[config.mk]
export PLATFORM = sky130hd
export DESIGN_NAME = wcs_fifo
export DESIGN_NICKNAME = d
export VERILOG_FILES = /design/src/sv/wcs_pkg.sv /design/src/sv/wcs_fifo.sv
export SDC_FILE = /design/constraint.sdc
export NUM_CORES = 1
export LEC_CHECK = 0
export BUFFER_PORTS_ARGS = -buffer_cell sky130_fd_sc_hd__buf_2
export CAP_MARGIN = 30
export CORE_UTILIZATION = 52
export CTS_CLUSTER_DIAMETER = 80
export DETAILED_ROUTE_END_ITERATION = 7
export PLACE_DENSITY = 0.87
export SLEW_MARGIN = 15
export SYNTH_ARGS = -nofsm -noshare
export SYNTH_HDL_FRONTEND = slang
export SYNTH_SLANG_ARGS = --single-unit
[constraint.sdc]
create_clock -name clk -period 3.2 [get_ports clk]
set_clock_uncertainty 0.2 [all_clocks]
set_input_delay 0.64 -clock clk [delete_from_list [all_inputs] [get_ports clk]]
set_output_delay 0.64 -clock clk [all_outputs]
set_load 0.01 [all_outputs]
[src/sv/wcs_pkg.sv]
package wcs_pkg;

  localparam int INPUT_BITS = 32;
  localparam int INDEX_BITS = 10;

  // Two weight banks: one set can load while the previous one is walked.
  localparam int MAX_SETS = 2;

  // Queue depth between the parts; a power of two so the pointers wrap on their own.
  localparam int QUEUE_DEPTH = 2;

  typedef enum logic [2:0] {
    ST_IDLE,
    ST_MUL_LO,
    ST_MUL_HI,
    ST_SUM,
    ST_WALK,
    ST_EMIT
  } wcs_state_t;

endpackage

[src/sv/wcs_fifo.sv]
module wcs_fifo
  import wcs_pkg::*;
#(
  parameter int WIDTH = 8
) (
  input  logic             clk,
  input  logic             rst_n,
  input  logic             push,
  input  logic [WIDTH-1:0] wdata,
  output logic             full,
  input  logic             pop,
  output logic [WIDTH-1:0] rdata,
  output logic             empty
);

  localparam int PW = $clog2(QUEUE_DEPTH);
  localparam int CW = $clog2(QUEUE_DEPTH + 1);

  logic [WIDTH-1:0] data_r [QUEUE_DEPTH];
  logic [PW-1:0]    wp_r, wp_nxt;
  logic [PW-1:0]    rp_r, rp_nxt;
  logic [CW-1:0]    cnt_r, cnt_nxt;
  logic             do_push, do_pop;

  assign full    = (cnt_r == CW'(QUEUE_DEPTH));
  assign empty   = (cnt_r == '0);
  assign do_push = push && !full;
  assign do_pop  = pop && !empty;
  assign rdata   = data_r[rp_r];

  always_comb begin
    wp_nxt  = do_push ? wp_r + 1'b1 : wp_r;
    rp_nxt  = do_pop ? rp_r + 1'b1 : rp_r;
    cnt_nxt = cnt_r;
    if (do_push && !do_pop) begin
      cnt_nxt = cnt_r + 1'b1;
    end else if (do_pop && !do_push) begin
      cnt_nxt = cnt_r - 1'b1;
    end
  end

  always_ff @(posedge clk) begin
    if (!rst_n) begin
      wp_r  <= '0;
      rp_r  <= '0;
      cnt_r <= '0;
    end else begin
      wp_r  <= wp_nxt;
      rp_r  <= rp_nxt;
      cnt_r <= cnt_nxt;
    end
  end

  always_ff @(posedge clk) begin
    if (do_push) begin
      data_r[wp_r] <= wdata;
    end
  end

endmodule

Yosys cells after proc, flatten, opt, wreduce, memory -nomap -nowiden
Memories as Yosys holds them, arrays and structs flattened. A register that Yosys moved wholly into a read port is not among the register bits.
Index checks and enable logic that the tools add are counted.
- bits in registers: 4
- bits in writable memories: 16
- logic and storage cells: 25
- memories: 1
- memory list (name ; depth ; bits a word ; rd ports ; clocked after memory_dff ; write ports ; line ; RTL):
    data_r ; 2 ; 8 ; 1 ; 1 ; 1 ; wcs_fifo.sv:19 ; logic [WIDTH-1:0] data_r [QUEUE_DEPTH];
- add/subtract/negate cells: 4
- eq/ne operators: 1
- mux-type cells: 6
- reduce and logical (&&, ||, !) cells: 10
- operator list (operator ; number):
    1-bit logical AND ; 4
    1-bit logical NOT ; 4
    1-bit two-way mux ; 4
    2-bit two-way mux ; 2
    1-bit adder (second input constant) ; 2
    2-bit by 1-bit adder with 2-bit output (second input constant) ; 1
    2-bit equality test (second input constant) ; 1
    2-bit logical NOT ; 1
    2-bit nonzero test ; 1
    2-bit by 1-bit subtractor with 2-bit output (second input constant) ; 1

Depth between registers and ports, before layout
- word-level depth: 7
- gate-level depth with buffers: 7
- depth with buffers taken out: 7

Worst setup path after synthesis
OpenSTA, ideal clock, no wires.
- path type: input -> register
- from: in pop
- to: reg cnt_r[1]
- library setup time: 70 ps
- data arrival time: 1549 ps
- data required time: 2930 ps
- slack: 1381 ps
- stages: 4
- cell sequence: o21ai_0 -> ha_1 -> or3_1 -> a21oi_1
- longest elaborated chain between the ends: 4
- RTL lines (element ; line ; RTL):
    start: declaration ; wcs_fifo.sv:11 ; input logic pop,
    1-bit logical AND (*) ; wcs_fifo.sv:28 ; assign do_pop = pop && !empty;
    1-bit logical NOT ; wcs_fifo.sv:35 ; if (do_push && !do_pop) begin
    1-bit logical AND ; wcs_fifo.sv:35 ;
    2-bit two-way mux / 2-bit nonzero test (equally long branches) ; n/a ;
    end signal: assignment ; wcs_fifo.sv:50 ; cnt_r <= cnt_nxt;
    end: declaration ; wcs_fifo.sv:22 ; logic [CW-1:0] cnt_r, cnt_nxt;
Every way passes the cells marked *; elsewhere a longest branch is shown, timed or not.
A chain may end at the register's enable or synchronous reset.

==> flow_summary_export.csv <==
group,metric,value,unit
synth,syn_inst,51,
grt,grt_pass1_wl,1670,um
routing,drt_first_pass_iters,4,
final_layout,diodes,0,
synth,yosys_most_used_dff,"edfxtp_1",
grt,grt_usage,16.2,%
final_layout,drive_gt1_share,45.3,%
clocking,clk_path_buf_depth,2,
synth,avgSynthCellArea,15.8,um2
routing,drt-initial-drc-count,4,
clocking,cts_tree,"yes",
routing,drc,0,
run,maxCapViolations,0,
synth,ys_warn_count,0,
die,row_count,13,
clocking,htreeDepth,1,
power_and_ir_drop,ir_drop,0.000501,V
final_layout,fin_cells,90,
synth,syn_nets,64,
synth,syn-cell-area,803,um2
die,die_area,1710,um2
die,die_x,41.3,um
placement,gp_congestion,0.665,
final_layout,syn2layout_area_growth,18.2,%
critical_path,critPathLaunchType,"flop",
routing,via_count,460,
synth,synth_commonest_cells,"edfxtp_1, mux2_2, dfxtp_1, nor2_1",
sta,maxSlewViolCount,0,
clocking,cts_resized,0,
die,coreArea,1370,um2
routing,antenna_left,0,
clocking,root_buffer,"clkbuf_4",
critical_path,cp_slowest_cell,"dfxtp_1",
synth,yosysTopAreaCell,"edfxtp_1",
clocking,cts_setup_buffers,0,
run_status,status,"completed",
critical_path,cp_top_family,"flip-flops",
placement,dpl.hpwl,904,um
power_and_ir_drop,p_leak,0.391,nW
sta,period_minus_slack,2200,ps
critical_path,endpoint_kind,"output port",
final_layout,seqCellArea,581,um2
worst_hold_path,hold_path.class,"reg2reg",
synth,postSynth.asyncResetShare,0,%
placement,dp_cells,86,
routing,avgViaCountPerCell,5.11,
final_layout,multi_input_area,206,um2
clocking,cts_buffers,3,
critical_path,crit_path_max_incr_delay,550,ps
sta,worst_slew_pin_slew,665,ps
grt,grt_max_degree,13,
critical_path,path_buf_inv,1,
die,die-height,41.3,um
critical_path,worstPathArrival,1360,ps
sta,fmax,454,MHz
clocking,ctsHoldBuffers,0,
critical_path,worstPathMaxFanout,8,
sta,finalCritPeriodShare,68.9,%
clocking,clock-sinks,21,
critical_path,critPathKind,"reg2out",
routing,avgRoutedWirePerCell,13.5,um
critical_path,path_cells,"mux2_2 -> buf_2",
final_layout,nets,89,
synth,synth.area.top_cells,"edfxtp_1, dfxtp_1, mux2_2",
synth,synth_top_area_share,59.8,%
grt,overflow,0,
sta,hold_violations,0,
synth,synth-seq-cells,21,
sta,rsz0062_at_grt,"false",
clocking,insertion_delay,290,ps
die,start_util,58.8,%
synth,synth_edf_count,16,
clocking,clk_pin_slew_worst_paths,100,ps
placement,numPortBuffers,21,
synth,ys_seq_area_share,72.3,%
grt,grt_pass1_vias,387,
die,num_io_pins,22,
synth,synth.most_common_cell,"edfxtp_1",
synth,synth_cell_type_count,16,
power_and_ir_drop,power.density,757,nW/um2
sta,setup_viol,0,
critical_path,cp.required,2360,ps
final_layout,fillCellCount,109,
grt,antenna_found_initial,0,
sta,slew_headroom,55.4,%
sta,finalSetupTns,0,ps
routing,wl,1220,um
metrics by stage:
| step | setup WS (ps) | utilization, % | hold slack, ps | instance area [um2] | total power [W] |
|---|---|---|---|---|---|
| floorplan | 1380 | - | 272 | 803 | 0.000534 |
| global placement | 1250 | 67.5 | 285 | 922 | 0.000597 |
| detailed placement | 1210 | 67.5 | 290 | 922 | 0.000610 |
| CTS | 972 | 69.5 | 326 | 950 | 0.000725 |
| global route | 918 | 69.5 | 311 | 950 | 0.000768 |
| finish | 996 | 69.5 | 321 | 950 | 0.000719 |
worst paths after layout:
path                 start       end  slack (ps)  cells past startpoint
setup / recovery      flop  rdata[1]        1000                      2
setup reg to reg  cnt_r[0]  cnt_r[1]        1390                      6
hold reg to reg       rp_r      flop         320                      2
hold / removal        rp_r      flop         320                      2
cell type report:
| class | instances | area share [%] |
|---|---|---|
| tap | 15 | 1.98 |
| clock inverter | 1 | 0.527 |
| timing repair buffer | 21 | 11.1 |
| multi-input combinational | 26 | 21.7 |
| sequential | 21 | 61.1 |
| clock buffer | 3 | 2.37 |
| inverter | 3 | 1.19 |
kinds of logic after synthesis:
family,share of synthesized area (%)
buffers and inverters,2.02
XOR/XNOR,3.27
multiplexers,11.2
adder cells (fa/ha/maj),1.56
AND/OR/NAND/NOR,5.92
flip-flops,72.3
AO/OA/AOI/OAI,3.74
state kept, by name, summed over array words and instances, names as in the netlist, named ones only:
name    count
rp_r        1
data_r     16
wp_r        1
cnt_r       2
cell usage in the layout, fill, tap and decap left out:
cell / Yosys / layout
and3_1: 1 / 1
mux2_2: 8 / 8
a21oi_1: 1 / 1
buf_2: 1 / 21
or3_1: 1 / 1
a21boi_0: 1 / 1
xor2_1: 3 / 3
ha_1: 1 / 1
clkbuf_4: 0 / 3
inv_1: 3 / 3
dfxtp_1: 5 / 5
o21a_1: 1 / 1
clkinv_2: 0 / 1
nand2b_1: 1 / 1
nor3_2: 1 / 1
o21ai_0: 2 / 2
edfxtp_1: 16 / 16
nor2_1: 5 / 5
metal layers:
metal  up-vias  wire [um]  track usage [%]
met5         -          0                0
met1       211        543             21.0
met4         0         16             4.84
met3         2         61             4.79
met2        12        594             26.6
li1        235          -                -
report_power, final:
part | internal, W | switching, W
clock network | 0.0000464 | 0.0000727
logic | 0.000107 | 0.000107
registers | 0.000348 | 0.0000371
worst register-to-register path, cell delays in order (launching register included):
cell,delay [ps]
dfxtp_1,430
nand2b_1,160
inv_1,80
nor2_1,100
ha_1,270
or3_1,380
a21oi_1,140
Power figures use the tool's default switching activity.
