File: src/sv/wcs_pkg.sv
package wcs_pkg;

  localparam int INPUT_BITS = 32;
  localparam int INDEX_BITS = 10;

  // Two weight banks: one set can load while the previous one is walked.
  localparam int MAX_SETS = 2;

  // Queue depth between the parts; a power of two so the pointers wrap on their own.
  localparam int QUEUE_DEPTH = 2;

  typedef enum logic [2:0] {
    ST_IDLE,
    ST_MUL_LO,
    ST_MUL_HI,
    ST_SUM,
    ST_WALK,
    ST_EMIT
  } wcs_state_t;

endpackage

File: src/sv/wcs_front.sv
module wcs_front
  import wcs_pkg::*;
#(
  parameter int MAX_CATEGORIES = 1024,
  parameter int WEIGHT_BITS    = 32
) (
  input  logic                  clk,
  input  logic                  rst_n,
  input  logic                  in_push,
  output logic                  in_full,
  input  logic [INPUT_BITS-1:0] in_weight,
  input  logic                  in_last,
  input  logic [INPUT_BITS-1:0] in_uniform,
  output logic                  wr_en,
  output logic [$clog2(MAX_CATEGORIES):0] wr_addr,
  output logic [((WEIGHT_BITS < INPUT_BITS) ? WEIGHT_BITS : INPUT_BITS)-1:0] wr_data,
  output logic                  job_push,
  output logic [((WEIGHT_BITS < INPUT_BITS) ? WEIGHT_BITS : INPUT_BITS)
                + $clog2(MAX_CATEGORIES) + $clog2(MAX_CATEGORIES + 1)
                + INPUT_BITS + 1:0] job_data,
  input  logic                  job_done
);

  localparam int SW = (WEIGHT_BITS < INPUT_BITS) ? WEIGHT_BITS : INPUT_BITS;
  localparam int IW = $clog2(MAX_CATEGORIES);
  localparam int CW = $clog2(MAX_CATEGORIES + 1);
  localparam int TW = SW + IW;
  localparam int SETW = $clog2(MAX_SETS + 1);

  logic [TW-1:0]   total_r, total_nxt, total_add;
  logic [CW-1:0]   cnt_r, cnt_nxt, cnt_add;
  logic            ovf_r, ovf_nxt, ovf_add;
  logic            bank_r, bank_nxt;
  logic [SETW-1:0] sets_r, sets_nxt;
  logic            accept, store;

  assign in_full = (sets_r == SETW'(MAX_SETS));
  assign accept  = in_push && !in_full;
  assign store   = (cnt_r < CW'(MAX_CATEGORIES));

  assign wr_en   = accept && store;
  assign wr_addr = {bank_r, cnt_r[IW-1:0]};
  assign wr_data = in_weight[SW-1:0];

  always_comb begin
    total_add = store ? total_r + TW'(in_weight[SW-1:0]) : total_r;
    cnt_add   = store ? cnt_r + 1'b1 : cnt_r;
    ovf_add   = ovf_r | !store;

    total_nxt = total_r;
    cnt_nxt   = cnt_r;
    ovf_nxt   = ovf_r;
    bank_nxt  = bank_r;
    job_push  = 1'b0;
    if (accept) begin
      if (in_last) begin
        // The finished set goes to the back part; the next set uses the other bank.
        job_push  = 1'b1;
        total_nxt = '0;
        cnt_nxt   = '0;
        ovf_nxt   = 1'b0;
        bank_nxt  = !bank_r;
      end else begin
        total_nxt = total_add;
        cnt_nxt   = cnt_add;
        ovf_nxt   = ovf_add;
      end
    end

    sets_nxt = sets_r;
    if (job_push && !job_done) begin
      sets_nxt = sets_r + 1'b1;
    end else if (job_done && !job_push) begin
      sets_nxt = sets_r - 1'b1;
    end
  end

  assign job_data = {bank_r, total_add, cnt_add, in_uniform, ovf_add};

  always_ff @(posedge clk) begin
    if (!rst_n) begin
      total_r <= '0;
      cnt_r   <= '0;
      ovf_r   <= 1'b0;
      bank_r  <= 1'b0;
      sets_r  <= '0;
    end else begin
      total_r <= total_nxt;
      cnt_r   <= cnt_nxt;
      ovf_r   <= ovf_nxt;
      bank_r  <= bank_nxt;
      sets_r  <= sets_nxt;
    end
  end

endmodule

File: config.mk
export PLATFORM = sky130hd
export DESIGN_NAME = wcs_front
export DESIGN_NICKNAME = d
export VERILOG_FILES = /design/src/sv/wcs_pkg.sv /design/src/sv/wcs_front.sv
export SDC_FILE = /design/constraint.sdc
export NUM_CORES = 1
export LEC_CHECK = 0
export CORE_ASPECT_RATIO = 2
export CORE_MARGIN = 2
export CORE_UTILIZATION = 40
export CTS_CLUSTER_DIAMETER = 30
export CTS_CLUSTER_SIZE = 30
export DETAILED_ROUTE_END_ITERATION = 16
export DONT_BUFFER_PORTS = 1
export SETUP_SLACK_MARGIN = 0.2
export SLEW_MARGIN = 20
export SYNTH_ARGS = -nofsm -noshare
export SYNTH_HDL_FRONTEND = slang
export SYNTH_SLANG_ARGS = --single-unit
File: constraint.sdc
create_clock -name clk -period 2.8 [get_ports clk]
set_input_delay 0.14 -clock clk [delete_from_list [all_inputs] [get_ports clk]]
set_output_delay 0.14 -clock clk [all_outputs]
set_load 0.005 [all_outputs]
# After elaboration in Yosys (flattened, before gate mapping)
# Index checks and enable logic that the tools add are counted.
# word_totals
ff_bits	57
ramBits	0
latchBits	0
word_cells	32
mem_bits_ro	0
out_inout_bits	133
n_memories	0
# op_classes
n_eq_ne	1
n_shift	0
mul	0
muxes	9
n_reduce_logical	11
n_div	0
order_cmp	1
add_sub_neg	4
n_bitwise	1
# op_table
op	count
2-to-1 mux 42 bit	2
adder 42 x 32 -> 42 bit	1
2-to-1 mux 11 bit	2
adder 11 x 1 -> 11 bit, second input constant	1
< comparator 11 bit, second input constant	1
logical NOT 1 bit	5
logical AND 1 bit	4
2-to-1 mux 2 bit	2
2-to-1 mux 1 bit	3
adder 2 x 1 -> 2 bit, second input constant	1
equality test 2 bit, second input constant	1
AND reduction 2 bit	1
nonzero test 2 bit	1
subtractor 2 x 1 -> 2 bit, second input constant	1
OR 1 bit	1

# Depth between registers and ports, before layout
# depth
depth_word	8
depth_mapped	12
mapped_depth_nobuf	12

# Worst setup path after synthesis
# OpenSTA, ideal clock, no wires.
# synth_path
path_type	register to register
from	register total_r[0]
to	register total_r[40]
period_less_slack_ns	2.692
stages_incl_launch_ff	13
setup_time_ns	0.116
path_buffers	0
path_slack_ns	0.108
arrival_time_ns	2.576
path_cell_list	dfxtp_1 -> ha_1 -> inv_1 -> fa_1 -> nand2b_1 -> a21oi_2 -> o2111ai_1 -> o21ai_2 -> a21o_1 -> nand2_2 -> o31ai_4 -> nand3_1 -> a41o_1
# synth_via
elab_chain_cells	3
# synth_lines
element	line	text
start: declaration	wcs_front.sv:30	logic [TW-1:0] total_r, total_nxt, total_add;
start signal: assignment	wcs_front.sv:88	total_r <= total_nxt;
adder 42 x 32 -> 42 bit	wcs_front.sv:46	total_add = store ? total_r + TW'(in_weight[SW-1:0]) : total_r;
2-to-1 mux 42 bit	wcs_front.sv:46	
2-to-1 mux 42 bit	wcs_front.sv:56	if (in_last) begin
# No other way between the ends.
# A chain may end at the register's enable or synchronous reset.

==> flow_summary_export.csv <==
group,metric,value,unit
clock_network,clock_sinks,57,
power_and_ir_drop,power_leakage,0.00266,µW
sta,setup_violations,20,
clock_network,cts_buffers,9,
synthesis,ys_async_sr_fraction,0,%
routing,wirelength,16.0,mm
routing,vias_per_cell,5.76,
synthesis,yosys.area.top_type,"dfxtp_1",
worst_setup_path,crit_chain,"ha_4, inv_2, fa_2, nand2b_4, a21oi_4, o2111ai_2, o21ai_2, buf_4, a31oi_4, o21ai_2, buf_4, a41oi_4, xor2_1, o21ai_1, buf_4",
global_routing,grt_usage,22.5,%
place,routabilityCongestion,0.938,
worst_setup_path,timing_worst_setup_path_type,"register to output port",
worst_setup_path,cp_max_fo,2,
worst_setup_path,cpMaxStageDelayCell,"dfxtp_2",
layout,multi_input_area,3900,µm²
global_routing,antenna_found_initial,0,
global_routing,grtUsageMet1,22.0,%
hold_path,worstHoldEndpoint,"total_r[32]$_SDFFE_PN0P_",
synthesis,yosys-top-cells-area,"dfxtp_1 (22%), buf_4 (11%), ha_1 (8.3%)",
worst_setup_path,worstSetupEndpointType,"output port",
power_and_ir_drop,ir_drop,0.443,mV
floorplan,io_pins,202,
synthesis,syn-num-nets,777,
sta,worst_pin_slew,682,ps
synthesis,synth_most_common_cell,"nand2_1",
routing,drt_iter0_drc,133,
routing,drt_pre_antenna_iters,4,
worst_setup_path,crit_family,"compound AO/OA/AOI/OAI gates",
sta,setup_slack,-269,ps
sta,post-route-min-period,3070,ps
place,dpl.hpwl,11.0,mm
sta,fin_skew,11.1,ps
synthesis,synth_cell_types,59,
clock_network,cts.clk_slew.worst_paths,50,ps
hold_path,hold_path_depth,2,
floorplan,die_w,83.8,µm
sta,max_slew_margin,54.6,%
synthesis,synthCells,673,
place,io_buffers,0,
synthesis,ys_warn_count,0,
floorplan,core-area,12500,µm²
worst_setup_path,reg2reg_depth,17,
sta,finalCritPeriodShare,110,%
synthesis,synth_commonest_cells,"nand2_1 (91), buf_4 (77), dfxtp_1 (57), o21ai_0 (57), a21oi_1 (36)",
global_routing,overflow,0,
global_routing,grt_pass1_vias,4787,
synthesis,ys_ff_latch,57,
layout,design_area,6320,µm²
outcome,status,"complete, but fails checks",
synthesis,syn_area,5100,µm²
worst_setup_path,path_buf_inv,4,
clock_network,cts_max_path_buffers,2,
worst_setup_path,crit_top_cell,"buf_4",
clock_network,cts_tree,"yes",
sta,hold_violations,0,
global_routing,grt_pass1_wl,24.5,mm
worst_setup_path,reg2reg_to,"total_r[38]$_SDFFE_PN0P_",
layout,fillers,1179,
sta,rsz0062_at_grt,"yes",
layout,drive_gt1_share,31.4,%
floorplan,start_util,40.8,%
layout,final_nets,758,
floorplan,design.die.area,13700,µm²
routing,drc,0,
worst_setup_path,r2r-start,"total_r[0]$_SDFFE_PN0P_",
sta,timing.fmax,0.326,GHz
hold_path,min_path_type,"primary input to register",
sta,fin_tns_setup,-2800,ps
global_routing,busiest_layer,"met2",
layout,antennaDiodeCount,0,
global_routing,grtUsageMet3,4.50,%
clock_network,clockRootBuffer,"clkbuf_16",
clock_network,ctsHtreeMaxLevel,3,
job,cap_violations,0,
synthesis,syn_area_per_cell,7.57,µm²
routing,ant_nets,0,
clock_network,clkLatencyLatePin,340,ps
hold_path,min_from,"in_last",
global_routing,grt_max_degree,70,
worst_setup_path,cp-start-kind,"register",
floorplan,rows,58,
routing,wire_per_inst,19.7,µm
place,dpl-instance-area,4980,µm²
worst_setup_path,crit_arrival,2930,ps
worst_setup_path,cp.required,2660,ps
layout,syn2layout_area_growth,24.0,%
synthesis,synth_flop_cell,"dfxtp_1",
worst_setup_path,slowest_delay,350,ps
power_and_ir_drop,powerDensity,515,nW/µm²
routing,vias,4662,
synthesis,ys_seq_area_share,22.4,%
floorplan,die_h,164,µm
synthesis,yosysTopAreaCellShare,22.4,%
sta,final_max_slew_viol_count,0,
worst_setup_path,regToRegSetupSlack,-170,ps
global_routing,met2_usage,42.8,%
layout,layout.area.seq,1150,µm²
synthesis,synth_edf_count,0,
outcome,violations,"setup timing",
how the worst max path moves through the flow:
stage / endpoint / slack [ps] / depth (start not counted) / start
global route: job_data[74] / -400 / 15 / total_r[0]$_SDFFE_PN0P_
global placement: job_data[74] / -140 / 14 / total_r[0]$_SDFFE_PN0P_
finish: job_data[74] / -270 / 15 / total_r[0]$_SDFFE_PN0P_
detailed placement: job_data[74] / -160 / 14 / total_r[0]$_SDFFE_PN0P_
floorplan: total_r[40]$_SDFFE_PN0P_ / 170 / 12 / total_r[0]$_SDFFE_PN0P_
CTS: job_data[74] / -310 / 15 / total_r[0]$_SDFFE_PN0P_
layout by cell type (no fill, tap or decap), types with 5 or more instances in the layout:
cell type / synthesis / routed
a21o_1: 20 / 19
a21oi_1: 36 / 30
a21oi_2: 2 / 5
a22oi_1: 14 / 14
a31oi_1: 13 / 7
and2_1: 7 / 7
and3_1: 14 / 12
buf_4: 77 / 65
buf_6: 0 / 11
clkbuf_16: 0 / 9
dfxtp_1: 57 / 46
dfxtp_2: 0 / 11
ha_1: 34 / 19
ha_4: 0 / 15
inv_1: 13 / 11
nand2_1: 91 / 82
nand2_2: 1 / 5
nand2_4: 0 / 5
nand3_1: 21 / 17
nor2_1: 35 / 33
nor2b_1: 11 / 11
nor3_1: 9 / 7
o21ai_0: 57 / 48
o21ai_1: 2 / 9
or3_1: 11 / 10
xnor2_1: 31 / 19
xnor2_2: 0 / 11
xor2_1: 21 / 19
metrics by stage:
stage / power (µW) / hold WS, ps / utilization, % / instances / setup WS [ps]
final: 3260 / 15.3 / 50.6 / 809 / -269
after global placement: 1650 / 267 / 39.9 / 758 / -137
after detailed placement: 1670 / 268 / 39.9 / 758 / -158
after CTS: 3190 / 23.7 / 48.0 / 800 / -305
after floorplan: 1500 / 359 / - / 673 / 173
after global routing: 3410 / 24.9 / 50.6 / 809 / -395
power breakdown:
group          total [µW]  switching [µW]  leakage (µW)  internal, µW
logic                 978             536       0.00202           442
clock network        1380             417      0.000176           960
registers             903            44.3      0.000468           858
total                3260             997       0.00266          2260
layout make-up:
class | count | area share (%)
tap | 150 | 2.97
inverter | 14 | 0.831
sequential | 57 | 18.3
clock inverter | 7 | 2.24
clock buffer | 9 | 3.56
multi-input combinational | 493 | 61.7
timing repair buffer | 79 | 10.5
sequential cells by signal, summed over array words and instances, names as in the netlist:
| register | flops |
|---|---|
| bank_r | 1 |
| total_r | 42 |
| sets_r | 2 |
| ovf_r | 1 |
| cnt_r | 11 |
worst reg2reg max path, cell delays in order, from the launching register on:
cell,delay [ps]
dfxtp_2,350
ha_4,140
inv_2,30
fa_2,330
nand2b_4,160
a21oi_4,130
o2111ai_2,150
o21ai_2,190
buf_6,120
a21o_1,140
nand2_2,120
o31ai_4,220
buf_12,180
buf_6,100
buf_6,110
buf_6,100
a311o_1,180
o221ai_2,90
layer usage:
metal | wire, µm | part of all wire, %
met4 | 877 | 5.5
met5 | 0 | 0
met1 | 5420 | 34
met3 | 899 | 5.6
met2 | 8770 | 55
what timing repair did:
| item | 4_1_cts | 5_1_grt |
|---|---|---|
| buffers inserted | 25 | 9 |
| hold buffers | 1 | 0 |
| pin swaps | 27 | 28 |
| endpoints found under the setup margin | 44 | 49 |
| resized for setup | 85 | 49 |
| hold endpoints to repair | 16 | 0 |
cells by family after synthesis:
group | Yosys count | synth area share, %
muxes | 5 | 1.08
adders and majority gates | 35 | 8.74
AOI/OAI and AO/OA | 185 | 24.0
and+or+nand+nor | 216 | 20.1
buffers and inverters | 123 | 14.8
DFF | 57 | 22.4
xor gates and xnor gates | 52 | 8.93
No activity file was read; power rests on OpenSTA's default activity.
